===== config.mk =====
export PLATFORM = sky130hd
export DESIGN_NAME = hee_update_unit
export DESIGN_NICKNAME = d
export VERILOG_FILES = /design/src/hdl/hee_pkg.sv /design/src/hdl/hee_update_unit.sv
export SDC_FILE = /design/constraint.sdc
export NUM_CORES = 1
export LEC_CHECK = 0
export BUFFER_PORTS_ARGS = -buffer_cell sky130_fd_sc_hd__buf_2
export CAP_MARGIN = 10
export CORE_MARGIN = 2
export CORE_UTILIZATION = 39
export DETAILED_ROUTE_END_ITERATION = 8
export GPL_TIMING_DRIVEN = 0
export PLACE_DENSITY = 0.6
export SLEW_MARGIN = 10
export SYNTH_ARGS = -nofsm -noshare
export SYNTH_HDL_FRONTEND = slang
export SYNTH_SLANG_ARGS = --single-unit

===== constraint.sdc =====
create_clock -name clk -period 6.2 [get_ports clk]
set_input_delay 0.62 -clock clk [delete_from_list [all_inputs] [get_ports clk]]
set_output_delay 0.62 -clock clk [all_outputs]
set_load 0.1 [all_outputs]

===== src/hdl/hee_pkg.sv =====
`timescale 1ns / 1ps

package hee_pkg;

	// Default grid length, including both boundary points
	localparam int MAX_POINTS_DEF = 256;

	// Field widths
	localparam int VAL_W   = 24;
	localparam int IDX_W   = 8;
	localparam int OP_W    = 2;
	localparam int RATIO_W = 16;
	localparam int NPTS_W  = 9;
	localparam int CFG_IDX_W  = 2;
	localparam int CFG_DATA_W = 16;

	// Stencil arithmetic widths
	localparam int DIFF_W = VAL_W + 2;            // l + r - 2c
	localparam int PROD_W = DIFF_W + RATIO_W + 1; // signed product
	localparam int FRAC_W = 16;                   // ratio fraction bits

	// Opcodes
	localparam logic [OP_W-1:0] OP_LOAD    = 2'd0;
	localparam logic [OP_W-1:0] OP_ADVANCE = 2'd1;
	localparam logic [OP_W-1:0] OP_READ    = 2'd2;

	// Register indexes
	localparam logic [CFG_IDX_W-1:0] CFG_RATIO  = 2'd0;
	localparam logic [CFG_IDX_W-1:0] CFG_POINTS = 2'd1;

	// Register reset values
	localparam logic [RATIO_W-1:0] RATIO_RST  = 16'd13107;
	localparam logic [NPTS_W-1:0]  POINTS_RST = 9'd256;

	// Saturation limits
	localparam logic signed [VAL_W-1:0] VAL_MAX = 24'sh7FFFFF;
	localparam logic signed [VAL_W-1:0] VAL_MIN = 24'sh800000;

	typedef logic signed [VAL_W-1:0] temp_t;

	typedef struct packed {
		logic [OP_W-1:0]  opcode;
		logic [IDX_W-1:0] point_index;
		temp_t            point_value;
	} item_t;

	typedef struct packed {
		logic [IDX_W-1:0] read_index;
		temp_t            read_value;
	} result_t;

endpackage


===== src/hdl/hee_update_unit.sv =====
`timescale 1ns / 1ps

// Shared stencil unit: takes the old row one point per cycle, keeps a
// three-point window and produces the new value of the middle point.
module hee_update_unit
	import hee_pkg::*;
#(
	parameter int MAX_POINTS = MAX_POINTS_DEF,
	localparam int AW = $clog2(MAX_POINTS)
) (
	input  logic               clk,
	input  logic               arst_n,
	input  logic [RATIO_W-1:0] ratio,
	input  logic               in_valid,
	input  logic [AW-1:0]      in_idx,
	input  temp_t              in_value,
	output logic               out_valid,
	output logic [AW-1:0]      out_idx,
	output temp_t              out_value,
	output logic               busy
);

	temp_t left_q, mid_q;

	logic                     v_s1, v_s2;
	logic [AW-1:0]            idx_s1, idx_s2;
	temp_t                    c_s1, c_s2;
	logic signed [DIFF_W-1:0] d_s1;
	logic signed [PROD_W-1:0] p_s2;

	logic                       window_full;
	logic signed [DIFF_W-1:0]   diff;
	logic signed [PROD_W-FRAC_W-1:0] delta;
	logic signed [PROD_W-FRAC_W:0]   sum;

	// Window is complete once the right neighbor of an interior point arrives
	assign window_full = in_valid && (in_idx >= AW'(2));

	assign diff = DIFF_W'(left_q) + DIFF_W'(in_value) - (DIFF_W'(mid_q) <<< 1);

	// Sliding window over the old row
	always_ff @(posedge clk) begin
		if (in_valid) begin
			left_q <= mid_q;
			mid_q  <= in_value;
		end
	end

	// Stage valids
	always_ff @(posedge clk or negedge arst_n) begin
		if (!arst_n) begin
			v_s1 <= 1'b0;
			v_s2 <= 1'b0;
		end else begin
			v_s1 <= window_full;
			v_s2 <= v_s1;
		end
	end

	// Stage 1: second difference; stage 2: scale by the ratio
	always_ff @(posedge clk) begin
		d_s1   <= diff;
		c_s1   <= mid_q;
		idx_s1 <= in_idx - AW'(1);
		p_s2   <= $signed({1'b0, ratio}) * d_s1;
		c_s2   <= c_s1;
		idx_s2 <= idx_s1;
	end

	// Floor shift, add center, saturate
	assign delta = p_s2[PROD_W-1:FRAC_W];
	assign sum   = (PROD_W-FRAC_W+1)'(c_s2) + (PROD_W-FRAC_W+1)'(delta);

	always_comb begin
		priority if (sum > (PROD_W-FRAC_W+1)'(VAL_MAX)) begin
			out_value = VAL_MAX;
		end else if (sum < (PROD_W-FRAC_W+1)'(VAL_MIN)) begin
			out_value = VAL_MIN;
		end else begin
			out_value = sum[VAL_W-1:0];
		end
	end

	assign out_valid = v_s2;
	assign out_idx   = idx_s2;
	assign busy      = v_s1 || v_s2;

endmodule


After elaboration in Yosys (flattened, before gate mapping)
Cells that the tools add are included.

Input port bits: 51. Register bits after elaboration: 183. Logic and storage cells: 22. Output and inout port bits: 34.

Multiplexer cells: 2. Multiply operators: 1. Magnitude comparators: 3. Add/subtract/negate cells: 4. Reduce and logical (&&, ||, !) cells: 2.

Operator list (number): $mux 24 (2); $mul 17x26->43 (1); $add 24x27->28 (1); $gt 28x24->1 const B (1); $lt 28x24->1 const B (1); $sub 25x25->26 (1); $add 24x24->25 (1); $ge 8x2->1 const B (1); $sub 8x1->8 const B (1); $logic_and 1x1->1 (1); $logic_or 1x1->1 (1).

Longest topological paths before layout
Gate-level depths: netlist (run 1).

Word-level depth: 4. Mapped depth: 25. Depth with buffers taken out: 24.

Worst setup path before layout (run 1)
No wires, ideal clock.

Kind: in2reg. Start: in ratio[2]. End: reg p_s2[39]. Cell stages on the path: 22. Setup time: 72 ps. Required time: 6128 ps. Arrival time: 6351 ps. Path buffers: 2. Slack: -223 ps. Path through: clkbuf_1 > clkbuf_1 > nand2_1 > fa_1 > fa_1 > fa_1 > inv_1 > fa_1 > fa_1 > inv_1 > fa_1 > inv_1 > ha_1 > a21o_1 > a21o_1 > a211o_1 > o21ai_1 > a211oi_2 > a41o_1 > a31o_2 > a31oi_1 > xnor2_1.

Word-level cells in the longest chain between the ends: 1.

Ends and longest elaborated chain: from (decl) (line hee_update_unit.sv:13) `input logic [RATIO_W-1:0] ratio,`; $mul 17x26->43 (line hee_update_unit.sv:65) `p_s2 <= $signed({1'b0, ratio}) * d_s1;`; to (signal assigned) (line hee_update_unit.sv:65); to (decl) (line hee_update_unit.sv:29) `logic signed [PROD_W-1:0] p_s2;`.

No other way between the ends. A chain may end at the register's enable or synchronous reset.

Final worst setup path (run 1)
Start: reg d_s1[7]. End: reg p_s2[35].

Word-level cells in the longest chain between the ends: 1.

Ends and longest elaborated chain: from (decl) (line hee_update_unit.sv:28) `logic signed [DIFF_W-1:0] d_s1;`; from (signal assigned) (line hee_update_unit.sv:62) `d_s1 <= diff;`; $mul 17x26->43 (line hee_update_unit.sv:65).

No other way between the ends.

==> impl_results.md, run 1 <==
* Status: finished with violations
* Violated checks: negative setup slack
* Multiplexer share of the synthesized area at 0%
* Mean Syn Cell Area at ~9.6 um^2
* DPL Wire Length at between 40000 and 50000 um
* Arr. time, crit path at 6.60 ns
* Post-synth EDFFs at 48
* Post-synthesis cell area at between 20000 and 25000 um^2
* Rel. slew slack at 23.9%
* Root Buffer: clkbuf_16
* First-pass GRT wire length at about 91000 um
* Sequential share of the synthesized area at ~17%
* Fillers at about 5200
* Clk Latency, worst-skew pair at roughly 0.45 ns
* Worst R2R End: p_s2[35]
* IO Pins at 85
* Final setup vio count at 3
* R2R Setup Slk at -0.02 ns
* Antenna Cells at 0
* Number of detailed-route iterations in the first pass at 5
* H-tree depth at 4
* Area share of fa/ha/maj cells after synthesis at between 40% and 50%
* TritonCTS buffer count at 17
* Clock Sinks at between 150 and 200
* Clk slew on worst S/H paths at around 0.070 ns
* GRT Overall Usage at approximately 20%
* Setup ws final at -0.0229 ns
* Yosys synthesis warning count at 0
* Die width at ~240 um
* Largest net degree at the start of global routing at 50
* Design area at about 25000 um^2
* Starting density of the core at approximately two fifths
* Number of DRC markers in iteration 0 at ~950
* DR WL/cell at 17.5 um
* Critical-path maximum fanout at 5
* Largest family of logic cells by synthesized area: adder cells
* Post-layout util at between 40% and 50%
* Total Neg Setup Slack at -0.0570 ns
* Reg2reg start: d_s1[7]
* Synth unique cells at 72
* Total number of vias at 15523
* RSZ-0062 raised after global routing: true
* Die area at ~58000 um^2
* CP endpoint kind: flop
* Synth Area in Simple Gates at 12.5%
* Min-delay src: c_s1[4]
* Post-synthesis xor/xnor area fraction at about 3.3%
* Vias in the first global route at roughly 17000
* Max Cap Viol at 0
* Post-Syn Instances at ~2300
* WHS Endpoint: c_s2[4]
* Slew Viols, Final at 0
* Die Y at 241 um
* Clock Skew at roughly 0.012 ns
* Ys async rst share at 1.20%
* Max Fclk at ~160 MHz
* Post-synthesis compound-gate area fraction at under 10%
* Number of synthesized register bits at ~170
* Share of layout cells above drive strength 1 at roughly an eighth
* Area after DPL at roughly 23000 um^2
* Final global-route overflow total at 0
* Critical Path Start Type: flop
* R2R depth at 20
* CTS tree: done
* Fin crit share at 100%
* Hold Path Class: reg -> reg
* Req. time, crit path at approximately 6.6 ns
* Hold slack at about 0.32 ns
* # nets final at 3071
* Placement row count at between 80 and 90
* Syn_nets at slightly below 3000
* Clk buf depth at 2
* DRC viols at 0
* Worst-Margin Slew at ~1.1 ns
* Routed vias/inst at 4.86
* Final wirelength at about 56000 um
* Core area at approximately 55000 um^2
* Post-route antenna net violation count at 0
* Area Growth Syn to Fin at 15.1%
* Port Buffers at between 70 and 80
* WS Path Type: reg -> reg
* Final hold vios at 0
* GPL Wtd Cong at 0.897
* Initial antenna violation count at 2
* Hold Crit Depth at 0
* Post-layout min period at 6.22 ns
* Top FF cell, synth: dfxtp_1
-- per-layer routing --
metal / vias to the layer above / routed length, um / global-route usage [%]
met3: 90 / 3490 / 3.12
met1: 7807 / 24300 / 27.9
met4: 0 / 1570 / 6.42
met2: 488 / 26500 / 33.8
li1: 7138 / - / -
met5: - / 0 / 0
-- layout make-up --
cell class | count | area (um^2) | area share [%]
tap | 748 | 936 | 3.70
timing repair buffer | 127 | 810 | 3.20
buffer | 69 | 927 | 3.67
clock buffer | 21 | 483 | 1.91
inverter | 588 | 2210 | 8.74
sequential | 167 | 3910 | 15.5
multi-input combinational | 1465 | 15900 | 63.0
clock inverter | 11 | 87.6 | 0.347
-- Yosys cell counts (13+ instances only) --
master | instances | area share [%]
o21a_1 | 13 | 0.44
ha_1 | 157 | 8.9
fa_1 | 428 | 39
nand3_1 | 15 | 0.34
inv_1 | 588 | 10
o21ai_0 | 23 | 0.52
nand2_1 | 274 | 4.7
edfxtp_1 | 48 | 6.6
and2_1 | 171 | 4.9
nor2_1 | 47 | 0.80
a21o_1 | 57 | 1.9
xor2_1 | 23 | 0.92
xnor2_1 | 57 | 2.3
dfxtp_1 | 117 | 11
a21oi_1 | 57 | 1.3
clkbuf_1 | 67 | 1.1
nor3_1 | 15 | 0.34
-- worst max-delay path by stage --
stage          startpoint  endpoint  slack [ns]
2_1_floorplan    ratio[9]  p_s2[39]      0.0003
3_3_place_gp     ratio[6]  p_s2[37]       -1.55
3_5_place_dp     ratio[6]  p_s2[37]       -1.53
4_1_cts           d_s1[7]  p_s2[37]       -0.10
5_1_grt           d_s1[9]  p_s2[35]       -0.26
6_report          d_s1[7]  p_s2[35]       -0.02
-- through the flow --
step	instances	setup slack [ns]
2_1_floorplan	2291	0.000341
3_3_place_gp	3116	-1.55
3_5_place_dp	3116	-1.53
4_1_cts	3177	-0.103
5_1_grt	3196	-0.256
6_report	3196	-0.0229
-- cells by family after synthesis --
group,after synthesis
compound gates,228
xor+xnor,81
fa+ha+maj,585
buf+inv,659
flops,167
simple gates,571
-- what timing repair did --
action,4_1_cts,5_1_grt
pin swaps,29,35
buffers inserted,28,20
hold endpoints to repair,2,0
cloned,0,2
gates resized for setup,213,61
hold buffers,1,0
setup endpoints to repair,27,19
-- placed cells by master (no fill, tap or decap), types with 37 or more instances in the layout --
cell type,count
nor2_1,46
and2_1,167
xnor2_1,56
inv_1,580
ha_1,152
buf_2,76
fa_1,420
nand2_1,266
edfxtp_1,48
a21o_1,57
dfxtp_1,91
clkbuf_16,37
a21oi_1,54
buf_4,47
-- flip-flops by register name, indices dropped and copies added (netlist names) --
signal / count
idx_s1: 8
c_s2: 24
left_q: 24
p_s2: 27
out_valid: 1
mid_q: 24
v_s1: 1
out_idx: 8
d_s1: 26
c_s1: 24
-- worst max-delay path: stages, from the launching register on --
cell,delay [ns]
dfxtp_4,0.38
clkbuf_16,0.16
buf_6,0.11
and2_4,0.13
fa_2,0.57
fa_2,0.45
fa_1,0.49
fa_2,0.59
fa_1,0.42
fa_1,0.50
ha_4,0.30
nand4_1,0.13
or2_1,0.27
a2111oi_4,0.33
buf_6,0.18
o21ai_4,0.07
a211oi_4,0.31
a41o_4,0.31
a31oi_4,0.11
o21bai_1,0.18
xor2_1,0.16
Power of run 1 is not shown: default switching activity piles up to over one toggle a cycle in this logic, so the estimate is an artifact.
==> inputs of run 2 (changes only) <==
--- a/config.mk
+++ b/config.mk
@@ -9,3 +9,3 @@
 export CAP_MARGIN = 10
-export CORE_MARGIN = 2
+export CORE_MARGIN = 1.5
 export CORE_UTILIZATION = 39
==> constraint.sdc (replaced) <==
create_clock -name clk -period 6.2 [get_ports clk]
set_input_delay 1.24 -clock clk [delete_from_list [all_inputs] [get_ports clk]]
set_output_delay 1.24 -clock clk [all_outputs]
set_load 0.1 [all_outputs]
==> impl_results.md, run 2 (synthesis results as in run 1) <==
* Total number of vias at 15556 (+0.21%)
* Post-layout min period at 6.70 ns (+0.476 ns)
* Commonest non-fill, non-tap cell in the layout: inv_1
* Most used cell, CP: fa_1
* Cell Count, Final, Fillers Out at 3212 (+0.50%)
* Root Buffer: clkbuf_16
* Worst path slowest cell: fa_2
* Rel. slew slack at 24.8% (+0.92 points)
* Placement row count at 86 (unchanged)
* Most frequent cells in the layout: inv_1, fa_1, nand2_1
* Fin crit share at 108% (+7.7 points)
* Arr. time, crit path at 7.06 ns (+0.46 ns)
* Design area at 25500 um^2 (+1.1%)
* TritonCTS buffer count at 17 (unchanged)
* DR WL/cell at 17.5 um (+0.24%)
* Number of detailed-route iterations in the first pass at 6 (+1)
* Min-delay src: idx_s1[5]
* Worst R2R End: p_s2[38]
* H-tree depth at 4 (unchanged)
* GPL Wtd Cong at 0.912 (+1.7%)
* Max reg flops at 27 (unchanged)
* Final setup vio count at 20 (+17)
* Reg2reg start: d_s1[4]
* Largest net degree at the start of global routing at 50 (unchanged)
* Die width at 240 um (-0.41%)
* Req. time, crit path at 6.56 ns (about the same)
* Status: finished with violations
* Routed vias/inst at 4.84 (-0.29%)
* Max Cap Viol at 0 (unchanged)
* Initial antenna violation count at 2 (unchanged)
* Crit path launch: ratio[6]
* IO Pins at 85 (unchanged)
* Critical-path maximum fanout at 7 (+2)
* Clock Skew at 0.0193 ns (+0.00732 ns)
* Setup ws final at -0.499 ns (-0.476 ns)
* Clk Latency, worst-skew pair at 0.45 ns (about the same)
* Setup crit end: p_s2[38]
* Vias in the first global route at 16792 (+0.30%)
* Max Fclk at 149 MHz (-7.1%)
* CP endpoint kind: flop
* Share of layout cells above drive strength 1 at 13.9% (+1.0 points)
* # nets final at 3086 (+0.49%)
* R2R Setup Slk at -0.46 ns (-0.44 ns)
* Max incr delay on CP at 0.57 ns (-0.02 ns)
* Die Y at 240 um (-0.41%)
* Clock Sinks at 167 (unchanged)
* R2R depth at 23 (+15%)
* DRC viols at 0 (unchanged)
* Core area at 55400 um^2 (unchanged)
* Crit path cell chain: buf_16 -> clkbuf_16 -> and2_4 -> fa_1 -> inv_2 -> fa_2 -> fa_1 -> fa_1 -> inv_2 -> fa_1 -> fa_1 -> ha_4 -> o211ai_1 -> o31a_1 -> a2111oi_4 -> buf_6 -> o21ai_4 -> a211oi_2 -> buf_4 -> a41o_4 -> a31o_2 -> nand2_1 -> xnor2_1
* Violated checks: negative setup slack
* Largest Register: p_s2
* Critical Path Start Type: primary input
* Area Growth Syn to Fin at 16.4%
* Post-route antenna net violation count at 0 (unchanged)
* RSZ-0062 raised after global routing: true
* Number of DRC markers in iteration 0 at 925 (-2.8%)
* DPL Wire Length at 46600 um (+0.79%)
* Clk slew on worst S/H paths at 0.07 ns (about the same)
* Final hold vios at 0 (unchanged)
* Starting density of the core at 39.6% (unchanged)
* WS Path Type: in -> reg
* Port Buffers at 77 (unchanged)
* Worst-Margin Slew at 1.13 ns (-0.0139 ns)
* First-pass GRT wire length at 92200 um (+0.94%)
* Die area at 57700 um^2 (-0.83%)
* GRT Overall Usage at 20.9% (+0.46 points)
* Final wirelength at 56300 um (+0.74%)
* Hold Path Class: reg -> reg
* Placed cell count at 3116 (unchanged)
* Final global-route overflow total at 0 (unchanged)
* Slew Viols, Final at 0 (unchanged)
* CTS tree: done
* Clk buf depth at 2 (unchanged)
* Top Registers: p_s2: 27 flops, d_s1: 26 flops
* Area after DPL at 23500 um^2 (+0.72%)
* Hold_buf cts at 0 (-1)
==> run 2: cell count changes in the layout (fill, tap and decap cells not counted), moves of 6 or more <==
| cell | delta |
|---|---|
| dfxtp_4 | -18 |
| clkbuf_8 | -7 |
| dfxtp_1 | +19 |
| ha_4 | +9 |
| clkbuf_2 | +13 |
| buf_12 | +6 |
| fa_2 | +8 |
| ha_1 | -12 |
| fa_1 | -8 |
==> run 2: final cells by class <==
class / instances / area [um^2]
Fill cell: 5218 / 29900
Clock inverter: 15 / 184
Multi-Input combinational cell: 1465 / 16100
Inverter: 588 / 2210
Antenna cell: 1 / 2.50
Buffer: 70 / 811
Sequential cell: 167 / 3840
Timing Repair Buffer: 141 / 1020
Clock buffer: 17 / 425
Tap cell: 748 / 936
==> run 2: critical path, delay by kind of cell <==
family	cells	cell delay, ns
AOI/OAI and AO/OA	7	1.36
and+or+nand+nor	2	0.20
xor gates and xnor gates	1	0.19
buffers and inverters	6	0.73
adders and majority gates	7	3.32
==> run 2: layer usage <==
metal  GRT usage, %  vias to the layer above  share of wire [%]
met2           35.3                      447                 48
met1           28.3                     7846                 44
met3           3.31                       86                6.3
met5              0                        -                  0
met4           4.97                        0                2.1
li1               -                     7177                  -
==> run 2: what timing repair did <==
item | in CTS | in global routing
hold endpoints to repair | 0 | 0
setup buffers | 53 | 10
gates cloned | 1 | 0
pin swaps | 57 | 38
gates resized for setup | 156 | 51
setup endpoints to repair | 27 | 25
==> run 2: how the worst min path moves through the flow <==
stage          cells after the start  slack (ns)         end
3_3_place_gp                       0        0.31  out_idx[7]
3_5_place_dp                       0        0.31    c_s2[10]
4_1_cts                            0        0.32  out_idx[5]
2_1_floorplan                      0        0.31     c_s2[0]
6_report                           0        0.32  out_idx[5]
5_1_grt                            0        0.33  out_idx[5]
==> run 2: per-stage QoR <==
step | hold WS (ns) | setup TNS [ns] | worst slack [ns] | util (%)
6_report | 0.322 | -6.45 | -0.499 | 46.1
4_1_cts | 0.323 | -5.83 | -0.493 | 45.7
3_3_place_gp | 0.310 | -42.40 | -2.11 | 42.4
2_1_floorplan | 0.310 | -4.82 | -0.468 | -
3_5_place_dp | 0.313 | -43.58 | -2.14 | 42.4
5_1_grt | 0.331 | -10.91 | -0.739 | 46.1
Power of run 2 is left out for the same reason.
==> inputs of run 3 (changes only) <==
- ABC_AREA: unset -> 1
- PLACE_DENSITY: 0.6 -> 0.59
==> impl_results.md, run 3 <==
* Area share of fa/ha/maj cells after synthesis at 44.2% (-3.8 points)
* Critical Path Start Type: primary input
* R2R depth at 20 (-13%)
* Max Cap Viol at 0 (unchanged)
* Max reg flops at 27 (unchanged)
* Final hold vios at 0 (unchanged)
* Die Y at 250 um (+4.1%)
* Register area at 3840 um^2 (about the same)
* Total number of vias at 18617 (+20%)
* Post-synthesis compound-gate area fraction at 4.61% (-2.8 points)
* Top cells by count, synth: inv_1, nand2_1, fa_1, ha_1, nor2_1
* Hold Path Class: reg -> reg
* Status: finished, final reports clean
* Placement row count at 90 (+4.7%)
* Share of layout cells above drive strength 1 at 13.3% (-0.65 points)
* Post-synthesis xor/xnor area fraction at 2.91% (-0.36 points)
* Die width at 250 um (+4.1%)
* Final setup vio count at 0 (-100%)
* Initial antenna violation count at 0 (-2)
* Yosys top cell area share at 36.0% (-3.1 points)
* # nets final at 3757 (+22%)
* Yosys synthesis warning count at 0 (unchanged)
* DRC viols at 0 (unchanged)
* Port Buffers at 68 (-12%)
* TritonCTS buffer count at 17 (unchanged)
* Synth Area in Simple Gates at 16.4% (+3.8 points)
* Post-route antenna net violation count at 0 (unchanged)
* Post-synth EDFFs at 48 (unchanged)
* Worst-Margin Slew at 1.19 ns (+0.0615 ns)
* Largest net degree at the start of global routing at 50 (unchanged)
* Cell taking the most area after synthesis: fa_1
* Hold Crit Depth at 0 (unchanged)
* GPL Wtd Cong at 0.917 (+0.53%)
* Post-synthesis cell area at 23800 um^2 (+8.5%)
* Critical-path maximum fanout at 7 (unchanged)
* Clk Latency, worst-skew pair at 0.43 ns (-0.02 ns)
* Area occupied by multi-input gates at 17200 um^2 (+6.5%)
* Most frequent cells in the layout: inv_1, nand2_1, fa_1
* Largest family of logic cells by synthesized area: adder cells
* Number of synthesized register bits at 167 (unchanged)
* Top-count cell post-synth: inv_1
* GRT Overall Usage at 21.6% (+0.65 points)
* Clk slew on worst S/H paths at 0.06 ns (about the same)
* Fin crit share at 99.5% (-8.6 points)
* Slew Viols, Final at 0 (unchanged)
* Number of detailed-route iterations in the first pass at 6 (unchanged)
* DR WL/cell at 16.9 um (-3.5%)
* Die area at 62600 um^2 (+8.4%)
* Area Growth Syn to Fin at 15.8%
* Commonest non-fill, non-tap cell in the layout: inv_1
* Post-layout min period at 6.17 ns (-0.532 ns)
* Cell Count, Final, Fillers Out at 3916 (+22%)
* Clock Skew at 0.00582 ns (-0.0135 ns)
* Final global-route overflow total at 0 (unchanged)
* Placed cell count at 3854 (+24%)
* Synth unique cells at 40 (-44%)
* Sequential share of the synthesized area at 16.1% (-1.4 points)
* Final wirelength at 66300 um (+18%)
* Root Buffer: clkbuf_16
* Post-Syn Instances at 3004 (+31%)
* Hold_buf cts at 0 (unchanged)
* Syn_nets at 3640 (+24%)
* Clock Sinks at 167 (unchanged)
* CTS tree: done
* Number of DRC markers in iteration 0 at 1247 (+35%)
* Fillers at 6083 (+17%)
* WS Path Type: in -> reg
* Main area contributors after synthesis: fa_1, inv_1, nand2_1, dfxtp_1, ha_1
* First-pass GRT wire length at 103000 um (+12%)
* Antenna Cells at 0 (-1)
* Rel. slew slack at 20.7% (-4.1 points)
* Design area at 27600 um^2 (+7.9%)
* DPL Wire Length at 55200 um (+19%)
* Top Registers: p_s2: 27 flops, d_s1: 26 flops
* Top FF cell, synth: dfxtp_1
* Max Fclk at 162 MHz (+8.6%)
* Largest Register: p_s2
* RSZ-0062 raised after global routing: true
* Req. time, crit path at 6.56 ns (about the same)
* H-tree depth at 4 (unchanged)
* Area after DPL at 25200 um^2 (+7.3%)
* Clk buf depth at 2 (unchanged)
* IO Pins at 85 (unchanged)
* CP endpoint kind: flop
* Mean Syn Cell Area at 7.93 um^2 (-17%)
* Ys async rst share at 1.20% (unchanged)
* Arr. time, crit path at 6.52 ns (-0.54 ns)
* Vias in the first global route at 18939 (+13%)
* Starting density of the core at 39.5% (-0.16 points)
* Core area at 60400 um^2 (+8.9%)
* Routed vias/inst at 4.75 (-1.8%)
* Multiplexer share of the synthesized area at 0% (unchanged)
run 3: cell count changes in the layout (fill, tap and decap cells not counted), moves of 23 or more:
cell and delta:
xor2_1 +23, nand3_1 +29, a21o_1 -40, xnor2_1 -25
nand2_1 +464, inv_1 +281, nand2_2 +24, nor2_1 +57
a21oi_1 +26, and2_1 -162
run 3: per-stage QoR:
| step | setup slack, ns | hold WS, ns | TNS, ns | util [%] |
|---|---|---|---|---|
| 2_1_floorplan | -0.0231 | 0.310 | -0.0339 | - |
| 3_3_place_gp | -1.45 | 0.310 | -28.67 | 41.8 |
| 3_5_place_dp | -1.37 | 0.312 | -27.86 | 41.8 |
| 4_1_cts | 0.0000684 | 0.320 | 0 | 44.2 |
| 5_1_grt | -0.0630 | 0.328 | -0.365 | 45.7 |
| 6_report | 0.0331 | 0.321 | 0 | 45.7 |
run 3: worst paths after layout:
check / from / endpoint / slack (ns)
hold / removal: c_s1[6] / c_s2[6] / 0.32
max in group asynchronous: arst_n / out_valid / 5.53
setup reg to reg: d_s1[8] / p_s2[25] / 0.15
min in group asynchronous: arst_n / v_s1 / 0.58
hold reg to reg: c_s1[6] / c_s2[6] / 0.32
setup / recovery: ratio[4] / p_s2[41] / 0.03
run 3: final cells by class:
cell class / count / area share (%)
Buffer: 85 / 3.49
Clock buffer: 20 / 1.70
Clock inverter: 12 / 0.322
Inverter: 892 / 12.2
Multi-Input combinational cell: 1843 / 62.2
Sequential cell: 167 / 13.9
Tap cell: 782 / 3.55
Timing Repair Buffer: 115 / 2.61
run 3: worst max-delay path, stage by stage:
cell and delay [ns]:
clkbuf_16 0.15, clkbuf_16 0.16, nand2_4 0.05, fa_2 0.46, buf_6 0.14, fa_2 0.61
clkinv_4 0.13, fa_2 0.61, inv_2 0.05, fa_1 0.50, fa_1 0.53, fa_1 0.55
inv_1 0.06, ha_4 0.31, nand2_2 0.08, nor2_4 0.14, nand2_2 0.10, nor3_4 0.15
nand4_1 0.18, nand3_2 0.15, xor2_1 0.15
run 3: per-layer routing:
layer / up-vias / global-route usage, % / share of wire, %
met3: 89 / 3.34 / 7.2
met4: 0 / 5.25 / 2.4
met1: 9104 / 28.4 / 42
met5: - / 0 / 0
met2: 571 / 37.2 / 49
li1: 8853 / - / -
run 3: cell families (layout without fill, tap and decap cells):
group                      Yosys count  count (layout)
AOI/OAI and AO/OA                  193             193
and+or+nand+nor                    986             986
buffers and inverters              994            1124
adders and majority gates          585             585
DFF                                167             167
xor gates and xnor gates            79              79
run 3: what timing repair did:
item	4_1_cts	5_1_grt
setup buffers	8	36
cloned	0	3
endpoints found under the setup margin	27	20
pin swaps	27	121
resized for setup	186	203
Power of run 3 is left out for the same reason.
